===== src/design/csvft_pkg.sv =====
package csvft_pkg;

    localparam logic [7:0] CH_QUOTE = 8'h22;
    localparam logic [7:0] CH_COMMA = 8'h2C;
    localparam logic [7:0] CH_N     = 8'h4E;
    localparam logic [7:0] CH_A     = 8'h41;

    localparam int MAX_RESULTS = 4;
    localparam int CNT_W       = $clog2(MAX_RESULTS + 1);
    localparam int IDX_W       = $clog2(MAX_RESULTS);

    typedef struct packed {
        logic [7:0] char_out;
        logic       char_valid;
        logic       field_done;
        logic       line_done;
    } t_result;

    localparam t_result RES_NONE   = '{char_out: 8'h00, char_valid: 1'b0,
                                       field_done: 1'b0, line_done: 1'b0};
    localparam t_result RES_N      = '{char_out: CH_N, char_valid: 1'b1,
                                       field_done: 1'b0, line_done: 1'b0};

endpackage


===== src/design/csv_field_tokenizer.sv =====
// Splits a line of comma-separated text into fields, one byte per input item,
// with double-quote handling: quotes toggle quoted mode and are dropped, a
// doubled quote inside quotes gives one literal quote, and a comma outside
// quotes closes the field. A field that closes empty comes out as the two
// content bytes N and A. An item with closes_line set closes the last field,
// flags that result with line_done, and clears the quote and field state.
// Each input item is decoded combinationally into zero to four results,
// which are held in a four-entry result register and handed out one per
// cycle while i_ready is high; run_last marks the last result of each item.
// A new item is taken when the register is empty or its last result is
// taken, so ordinary text streams at one byte per cycle while i_ready is
// high; an item that closes an empty field holds the input until all of its
// results are out (four for a comma on an empty field that also ends the
// line on an empty field). An item that makes no result gives no output.
module csv_field_tokenizer (
    input  logic       i_clk,
    input  logic       i_rst_n,
    input  logic       i_valid,
    output logic       o_ready,
    input  logic [7:0] i_char_in,
    input  logic       i_char_present,
    input  logic       i_closes_line,
    output logic       o_valid,
    input  logic       i_ready,
    output logic [7:0] o_char_out,
    output logic       o_char_valid,
    output logic       o_field_done,
    output logic       o_line_done,
    output logic       o_run_last
);
    import csvft_pkg::*;

    logic                  r_quoted;
    logic                  r_pending;
    logic                  r_has_content;
    t_result               r_slot [MAX_RESULTS];
    logic [CNT_W-1:0]      r_count;
    logic [IDX_W-1:0]      r_idx;

    logic                  n_quoted;
    logic                  n_pending;
    logic                  n_has_content;
    t_result               n_slot [MAX_RESULTS];
    logic [CNT_W-1:0]      n_count;

    logic                  w_accept;
    logic                  w_last;
    logic                  w_take;
    t_result               w_cur;

    // decode of one item
    always_comb begin
        t_result    e0;
        t_result    e1;
        t_result    f0;
        t_result    f1;
        logic [1:0] n1;
        logic [1:0] n2;
        logic       q1;
        logic       h1;

        e0 = RES_NONE;
        e1 = RES_NONE;
        f0 = RES_NONE;
        f1 = RES_NONE;
        n1 = 2'd0;
        n2 = 2'd0;
        q1 = r_quoted;
        n_quoted      = r_quoted;
        n_pending     = r_pending;
        n_has_content = r_has_content;

        if (i_char_present) begin
            if (r_pending && i_char_in == CH_QUOTE) begin
                n_pending     = 1'b0;
                e0            = '{char_out: CH_QUOTE, char_valid: 1'b1,
                                  field_done: 1'b0, line_done: 1'b0};
                n1            = 2'd1;
                n_has_content = 1'b1;
            end else begin
                q1        = r_pending ? 1'b0 : r_quoted;
                n_quoted  = q1;
                n_pending = 1'b0;
                if (i_char_in == CH_QUOTE) begin
                    if (q1) begin
                        n_pending = 1'b1;
                    end else begin
                        n_quoted = 1'b1;
                    end
                end else if (i_char_in == CH_COMMA && !q1) begin
                    if (r_has_content) begin
                        e0 = '{char_out: 8'h00, char_valid: 1'b0,
                               field_done: 1'b1, line_done: 1'b0};
                        n1 = 2'd1;
                    end else begin
                        e0 = RES_N;
                        e1 = '{char_out: CH_A, char_valid: 1'b1,
                               field_done: 1'b1, line_done: 1'b0};
                        n1 = 2'd2;
                    end
                    n_has_content = 1'b0;
                end else begin
                    e0            = '{char_out: i_char_in, char_valid: 1'b1,
                                      field_done: 1'b0, line_done: 1'b0};
                    n1            = 2'd1;
                    n_has_content = 1'b1;
                end
            end
        end

        h1 = n_has_content;
        if (i_closes_line) begin
            if (h1) begin
                f0 = '{char_out: 8'h00, char_valid: 1'b0,
                       field_done: 1'b1, line_done: 1'b1};
                n2 = 2'd1;
            end else begin
                f0 = RES_N;
                f1 = '{char_out: CH_A, char_valid: 1'b1,
                       field_done: 1'b1, line_done: 1'b1};
                n2 = 2'd2;
            end
            n_quoted      = 1'b0;
            n_pending     = 1'b0;
            n_has_content = 1'b0;
        end

        case (n1)
            2'd0: begin
                n_slot[0] = f0;
                n_slot[1] = f1;
                n_slot[2] = RES_NONE;
                n_slot[3] = RES_NONE;
            end
            2'd1: begin
                n_slot[0] = e0;
                n_slot[1] = f0;
                n_slot[2] = f1;
                n_slot[3] = RES_NONE;
            end
            default: begin
                n_slot[0] = e0;
                n_slot[1] = e1;
                n_slot[2] = f0;
                n_slot[3] = f1;
            end
        endcase
        n_count = CNT_W'(n1) + CNT_W'(n2);
    end

    assign w_cur    = r_slot[r_idx];
    assign o_valid  = (r_count != '0);
    assign w_last   = (r_count == (CNT_W'(r_idx) + CNT_W'(1)));
    assign w_take   = o_valid && i_ready;
    assign o_ready  = !o_valid || (i_ready && w_last);
    assign w_accept = i_valid && o_ready;

    assign o_char_out   = w_cur.char_out;
    assign o_char_valid = w_cur.char_valid;
    assign o_field_done = w_cur.field_done;
    assign o_line_done  = w_cur.line_done;
    assign o_run_last   = w_last;

    always_ff @(posedge i_clk) begin
        if (!i_rst_n) begin
            r_quoted      <= 1'b0;
            r_pending     <= 1'b0;
            r_has_content <= 1'b0;
            r_count       <= '0;
            r_idx         <= '0;
        end else begin
            if (w_accept) begin
                r_quoted      <= n_quoted;
                r_pending     <= n_pending;
                r_has_content <= n_has_content;
                r_count       <= n_count;
                r_idx         <= '0;
            end else if (w_take) begin
                if (w_last) begin
                    r_count <= '0;
                    r_idx   <= '0;
                end else begin
                    r_idx <= r_idx + IDX_W'(1);
                end
            end
        end
    end

    always_ff @(posedge i_clk) begin
        if (w_accept) begin
            for (int k = 0; k < MAX_RESULTS; k++) begin
                r_slot[k] <= n_slot[k];
            end
        end
    end

    a_count_range: assert property (@(posedge i_clk) disable iff (!i_rst_n)
        r_count <= CNT_W'(MAX_RESULTS))
        else $error("result count out of range");

    a_idx_below_count: assert property (@(posedge i_clk) disable iff (!i_rst_n)
        o_valid |-> (CNT_W'(r_idx) < r_count))
        else $error("result index past count");

    a_line_done_closes: assert property (@(posedge i_clk) disable iff (!i_rst_n)
        (o_valid && o_line_done) |-> (o_run_last && o_field_done))
        else $error("line close is not the last field close of its item");

    a_line_clears_state: assert property (@(posedge i_clk) disable iff (!i_rst_n)
        (w_accept && i_closes_line) |=> (!r_quoted && !r_pending && !r_has_content))
        else $error("state not cleared after line end");

    a_ready_when_empty: assert property (@(posedge i_clk) disable iff (!i_rst_n)
        !o_valid |-> o_ready)
        else $error("input stalled with empty result register");

endmodule

===== config.mk =====
export PLATFORM = sky130hd
export DESIGN_NAME = csv_field_tokenizer
export DESIGN_NICKNAME = d
export VERILOG_FILES = /design/src/design/csvft_pkg.sv /design/src/design/csv_field_tokenizer.sv
export SDC_FILE = /design/constraint.sdc
export NUM_CORES = 1
export LEC_CHECK = 0
export BUFFER_PORTS_ARGS = -buffer_cell sky130_fd_sc_hd__buf_2
export CORE_ASPECT_RATIO = 1.2
export CORE_MARGIN = 2
export CORE_UTILIZATION = 35
export CTS_BUF_LIST = sky130_fd_sc_hd__clkbuf_4 sky130_fd_sc_hd__clkbuf_8
export DETAILED_ROUTE_END_ITERATION = 10
export GPL_TIMING_DRIVEN = 0
export SLEW_MARGIN = 5
export SYNTH_ARGS = -nofsm -noshare
export SYNTH_HDL_FRONTEND = slang
export SYNTH_SLANG_ARGS = --single-unit

===== constraint.sdc =====
create_clock -name i_clk -period 2.3 [get_ports i_clk]
set_clock_uncertainty 0.15 [all_clocks]
set_input_delay 0.23 -clock i_clk [delete_from_list [all_inputs] [get_ports i_clk]]
set_output_delay 0.23 -clock i_clk [all_outputs]
set_load 0.01 [all_outputs]

After elaboration in Yosys (flattened, before gate mapping)

Memories as Yosys holds them, arrays and structs flattened. A register that Yosys moved wholly into a read port is not among the register bits.
Index checks and enable logic that the tools add are counted.
Widths: inputs -> output; s select.

Bits in registers: 8
RAM bits: 44
Input port bits: 14
Output and inout port bits: 14
Logic and storage cells: 77
Memories: 1

Memory list:

| memory | words | bits a word | rd ports | clocked after memory_dff | wr ports | line                      | source |
|---|---|---|---|---|---|---|---|
| r_slot | 4     | 11          | 1        | 1                        | 4        | csv_field_tokenizer.sv:36 | `t_result r_slot [MAX_RESULTS];` |

Add/subtract/negate cells: 3
Eq/ne operators: 5
Muxes and demuxes: 45
Bitwise logic cells: 1
Reductions and logical operators: 17

Operators by type and width:

| operator            | number |
|---|---|
| $mux 10             | 10 |
| $pmux 44 s2         | 1 |
| $mux 11             | 4 |
| $mux 2              | 10 |
| $mux 1              | 17 |
| $eq 8x6->1 const B  | 2 |
| $mux 3              | 3 |
| $reduce_bool 2->1   | 3 |
| $logic_and 1x1->1   | 5 |
| $reduce_and 2->1    | 2 |
| $add 2x1->3 const B | 1 |
| $add 2x2->3         | 1 |
| $eq 3x3->1          | 1 |
| $reduce_and 3->1    | 1 |
| $reduce_bool 3->1   | 1 |
| $add 2x1->2 const B | 1 |
| $eq 2x1->1 const B  | 1 |
| $logic_not 1->1     | 2 |
| $logic_not 2->1     | 1 |
| $ne 2x2->1 const B  | 1 |
| $reduce_or 2->1     | 1 |
| $logic_or 1x1->1    | 1 |
| $not 1->1           | 1 |

Longest topological paths before layout

Word-level depth: 11
Depth in mapped cells: 9
Gate-level depth less buffers: 8

Worst setup path after synthesis

OpenSTA, ideal clock, no wires.

Path kind: input port to flip-flop
Start point: input port i_char_in[7]
End point: register r_count[1]
Setup time: 70 ps
Arrival time: 2268 ps
Data required time: 2080 ps
Setup slack: -188 ps
Stages: 9
Buffers on the path: 1
Path through: or4b_1 > buf_2 > o31a_4 > nor2_1 > nor2_1 > ha_1 > fa_1 > o211ai_1 > a21oi_1

Cells in the longest elaborated chain, start to end: 10
Elaborated cells between the ends (all ways): 16
Those cells by class: 1 x add/sub; 2 x eq/ne; 11 x mux; 2 x reduce/logical

RTL lines:

| element              | line                       | source |
|---|---|---|
| start, declared      | csv_field_tokenizer.sv:20  | `input logic [7:0] i_char_in,` |
| $eq 8x6->1           | csv_field_tokenizer.sv:90  | `end else if (i_char_in == CH_COMMA && !q1) begin` |
| $logic_and 1x1->1    | csv_field_tokenizer.sv:90  |  |
| $mux 1               | csv_field_tokenizer.sv:90  |  |
| $mux 1               | csv_field_tokenizer.sv:84  | `if (i_char_in == CH_QUOTE) begin` |
| $mux 1               | csv_field_tokenizer.sv:74  | `if (r_pending && i_char_in == CH_QUOTE) begin` |
| $mux 1               | csv_field_tokenizer.sv:73  | `if (i_char_present) begin` |
| $mux 2               | csv_field_tokenizer.sv:113 | `if (h1) begin` |
| $mux 2               | csv_field_tokenizer.sv:112 | `if (i_closes_line) begin` |
| $add 2x2->3 *        | csv_field_tokenizer.sv:148 | `n_count = CNT_W'(n1) + CNT_W'(n2);` |
| $mux 3 *             | csv_field_tokenizer.sv:172 | `if (w_accept) begin` |
| end signal, assigned | csv_field_tokenizer.sv:176 | `r_count <= n_count;` |
| end, declared        | csv_field_tokenizer.sv:37  | `logic [CNT_W-1:0] r_count;` |

Every way passes the cells marked *; elsewhere a longest branch is shown, timed or not.
A chain may end at the register's enable or synchronous reset.

Worst setup path after layout

Same ends and word-level chain as after synthesis.

==> impl_metrics.py <==
metrics = {
    "place": {
        "placed_cells": 229,
        "io_buffers": 26,
        "dp_hpwl_um": 2580,
        "gp_congestion": 0.840,
    },
    "status": {
        "run_status": "finished, violations left",
        "violations": "negative setup slack",
    },
    "routing": {
        "wire_per_inst_um": 15.1,
        "dr.pass1.iters": 4,
        "vias": 1273,
        "wirelength_um": 3620,
        "drc": 0,
        "initialDrtViolationCount": 19,
        "drtAntennaViolNets": 0,
        "viasPerCell": 5.33,
    },
    "timing": {
        "worst_slew_pin_slew_ps": 778,
        "setup_ws_ps": -3.72,
        "fin_crit_sh": 1.00,
        "setup_violations": 1,
        "finalCriticalPeriod_ps": 2300,
        "rsz0062_at_grt": "yes",
        "hold_viol": 0,
        "slew_headroom": 0.478,
        "slew_viol_final": 0,
        "max_freq_mhz": 434,
    },
    "synth": {
        "yosysSeqAreaShare": 0.476,
        "synth.largest_area_cell": "edfxtp_1",
        "synth.top_cells.by_area": "edfxtp_1, dfxtp_1, mux4_2, mux2i_1, o211ai_1",
        "synth_area_sq_um": 1620,
        "synth_edf_count": 19,
        "synth_top_area_frac": 0.352,
        "synthCells": 145,
        "ys.warnings.count": 0,
        "avgSynthCellArea_sq_um": 11.2,
        "syn-num-nets": 162,
        "ys_types": 43,
        "synthFlopType": "edfxtp_1",
        "ys_ff_latch": 29,
        "postSynth.asyncResetShare": 0,
    },
    "grt": {
        "grt_pass1_vias": 1219,
        "grt_max_degree": 22,
        "antenna_found_initial": 0,
        "grt_use_total": 0.154,
        "grt_pass1_wl_um": 6070,
        "overflow": 0,
    },
    "clocking": {
        "htree_num_levels": 2,
        "clock_latency_ps": 280,
        "cts.sinks": 29,
        "clk_path_buf_depth": 2,
        "cts_root_buffer": "clkbuf_8",
        "clkSlewWorstSetupHoldPaths_ps": 60,
        "ctsHoldBuffers": 0,
        "cts_tree": "built",
        "cts_made_buffers": 5,
    },
    "worst_hold_path": {
        "holdCritPathClass": "primary input to flop",
        "hold_depth": 3,
    },
    "final_layout": {
        "final_cells": 239,
        "drive_gt1_frac": 0.343,
        "finalNetCount": 197,
        "diodes": 0,
        "syn_to_final_growth_pct": 24.4,
    },
    "floorplan": {
        "core_area_sq_um": 4530,
        "initial_core_util": 0.358,
        "die_y_um": 78.5,
        "pin_count": 28,
        "placementRows": 27,
        "die_w_um": 66.1,
        "dieArea_sq_um": 5190,
    },
    "worst_setup_path": {
        "critical-path-top-delay-family": "simple AND/OR/NAND/NOR gates",
        "crit_path_max_incr_delay_ps": 530,
        "startpoint_type": "primary input",
        "crit_path_end_kind": "flop",
        "cp_slowest_cell": "or4b_4",
        "cp_num_buf_inv": 2,
        "cp.depth": 10,
        "worstPathRequired_ps": 2360,
        "crit_type": "primary input to flop",
        "path_max_fanout": 6,
        "r2r_cells": 8,
        "crit_arrival_ps": 2370,
        "crit_chain": "buf_2, or4b_4, buf_6, o31a_4, nor2_4, nor2_1, ha_2, fa_1, o211ai_1, a21oi_1",
    },
    "power_and_ir_drop": {
        "p_sw_uw": 336,
        "p_total_uw": 1270,
        "peakVddDrop_uv": 330,
        "power_frac_seq": 0.489,
        "clock_power_share": 0.326,
        "netSwitchingFraction": 0.264,
        "pwr-share-comb": 0.185,
        "p_per_area_nw_per_um2": 632,
        "cellInternalPower_uw": 937,
        "leakage_uw": 0.000774,
    },
    "flow_run": {
        "maxCapViolCount": 0,
    },
}
[path summary, 6_finish.rpt]
kind	slack [ps]	from	to
worst min-delay path	110	i_rst_n	r_count[2]
worst min register to register	360	r_count[0]	r_count[0]
worst max register to register	60	r_pending	r_count[1]
worst max-delay path	-4	i_char_in[7]	r_count[1]
[routing by layer]
| layer | wire length [um] | track usage |
|---|---|---|
| met5 | 0 | 0 |
| met4 | 78 | 0.0735 |
| met3 | 198 | 0.0401 |
| met2 | 1820 | 0.249 |
| met1 | 1520 | 0.187 |
[cells by family after synthesis]
logic type	count (synthesis)	share of synthesized area
multiplexers	10	0.100
flip-flops	29	0.476
AO/OA/AOI/OAI	33	0.158
AND/OR/NAND/NOR	53	0.188
adder cells (fa/ha/maj)	3	0.0278
buffers and inverters	14	0.0332
XOR/XNOR	3	0.0162
[flip-flops by register name (all words and copies together) (netlist names), named ones only]
register       flops
r_idx              2
r_quoted           1
r_has_content      1
r_count            3
r_pending          1
r_slot            19
[cells in the mapped netlist (all sizes together), types with 2 or more instances]
master and n:
edfxtp 19, inv 6, clkbuf 7, dfxtp 10
ha 2, o21a 2, o21ai 5, and2 7
a31o 2, nand2 7, xor2 2, a2bb2oi 2
or2 2, a21oi 7, nand2b 3, mux4 5
nand3 7, nor2 8, nor4b 2, mux2i 5
nor3 6, or4b 2, a21o 2, nor4 4
o211ai 6
[stage by stage]
stage / hold WS (ps) / setup WS (ps) / area (sq um) / TNS (ps) / utilization
after floorplan: 226 / -142 / 1640 / -144 / -
after global placement: 332 / -561 / 1840 / -4730 / 0.406
after detailed placement: 354 / -623 / 1840 / -6630 / 0.406
after CTS: 112 / -38.3 / 1990 / -38.3 / 0.439
after global routing: 125 / -79.6 / 2020 / -146 / 0.445
final: 115 / -3.72 / 2020 / -3.72 / 0.445
[layout make-up]
cell class,count,area [sq um]
well taps,58,72.6
repair buffers,31,168
inverters,6,25.0
multi-input cells,102,865
flip-flops and latches,29,772
plain buffers,5,26.3
clock inverters,1,3.75
fillers,456,2510
clock buffers,7,83.8
[power groups by stage]
| stage | Clock, uW | Combinational, uW | Sequential, uW |
|---|---|---|---|
| finish | 416 | 235 | 623 |
| global route | 448 | 258 | 626 |
| CTS | 422 | 236 | 619 |
| detailed placement | 0 | 223 | 630 |
| global placement | 0 | 218 | 628 |
| floorplan | 0 | 150 | 623 |
[tightest hold or removal path: stages]
cell     delay, ps
buf_2          130
nand2_1         70
mux2i_1         60
[timing repair]
item / CTS / global route
buffers inserted: 2 / 3
pin swaps: 3 / 2
endpoints found under the setup margin: 25 / 28
gates resized for setup: 10 / 4
[cells in the final DEF, fill, tap and decap left out, types with 2 or more instances in the layout]
cell | synthesis | routed
mux4_2 | 5 | 5
buf_2 | 1 | 26
inv_1 | 6 | 5
nand3_1 | 7 | 6
clkbuf_1 | 7 | 4
a21oi_1 | 7 | 7
clkbuf_4 | 0 | 2
o21ai_0 | 5 | 4
o21a_1 | 2 | 2
clkbuf_8 | 0 | 5
xor2_1 | 2 | 2
and2_1 | 6 | 6
buf_4 | 0 | 5
a31o_1 | 2 | 2
dfxtp_1 | 10 | 9
nand2b_1 | 3 | 2
or4b_4 | 0 | 2
a2bb2oi_1 | 2 | 2
edfxtp_1 | 19 | 19
a21o_1 | 2 | 2
o211ai_1 | 6 | 6
nand2_1 | 7 | 7
mux2i_1 | 5 | 5
nor2_1 | 8 | 7
nor4_1 | 4 | 4
nor3_1 | 6 | 6
(Power assumes the default switching activity.)
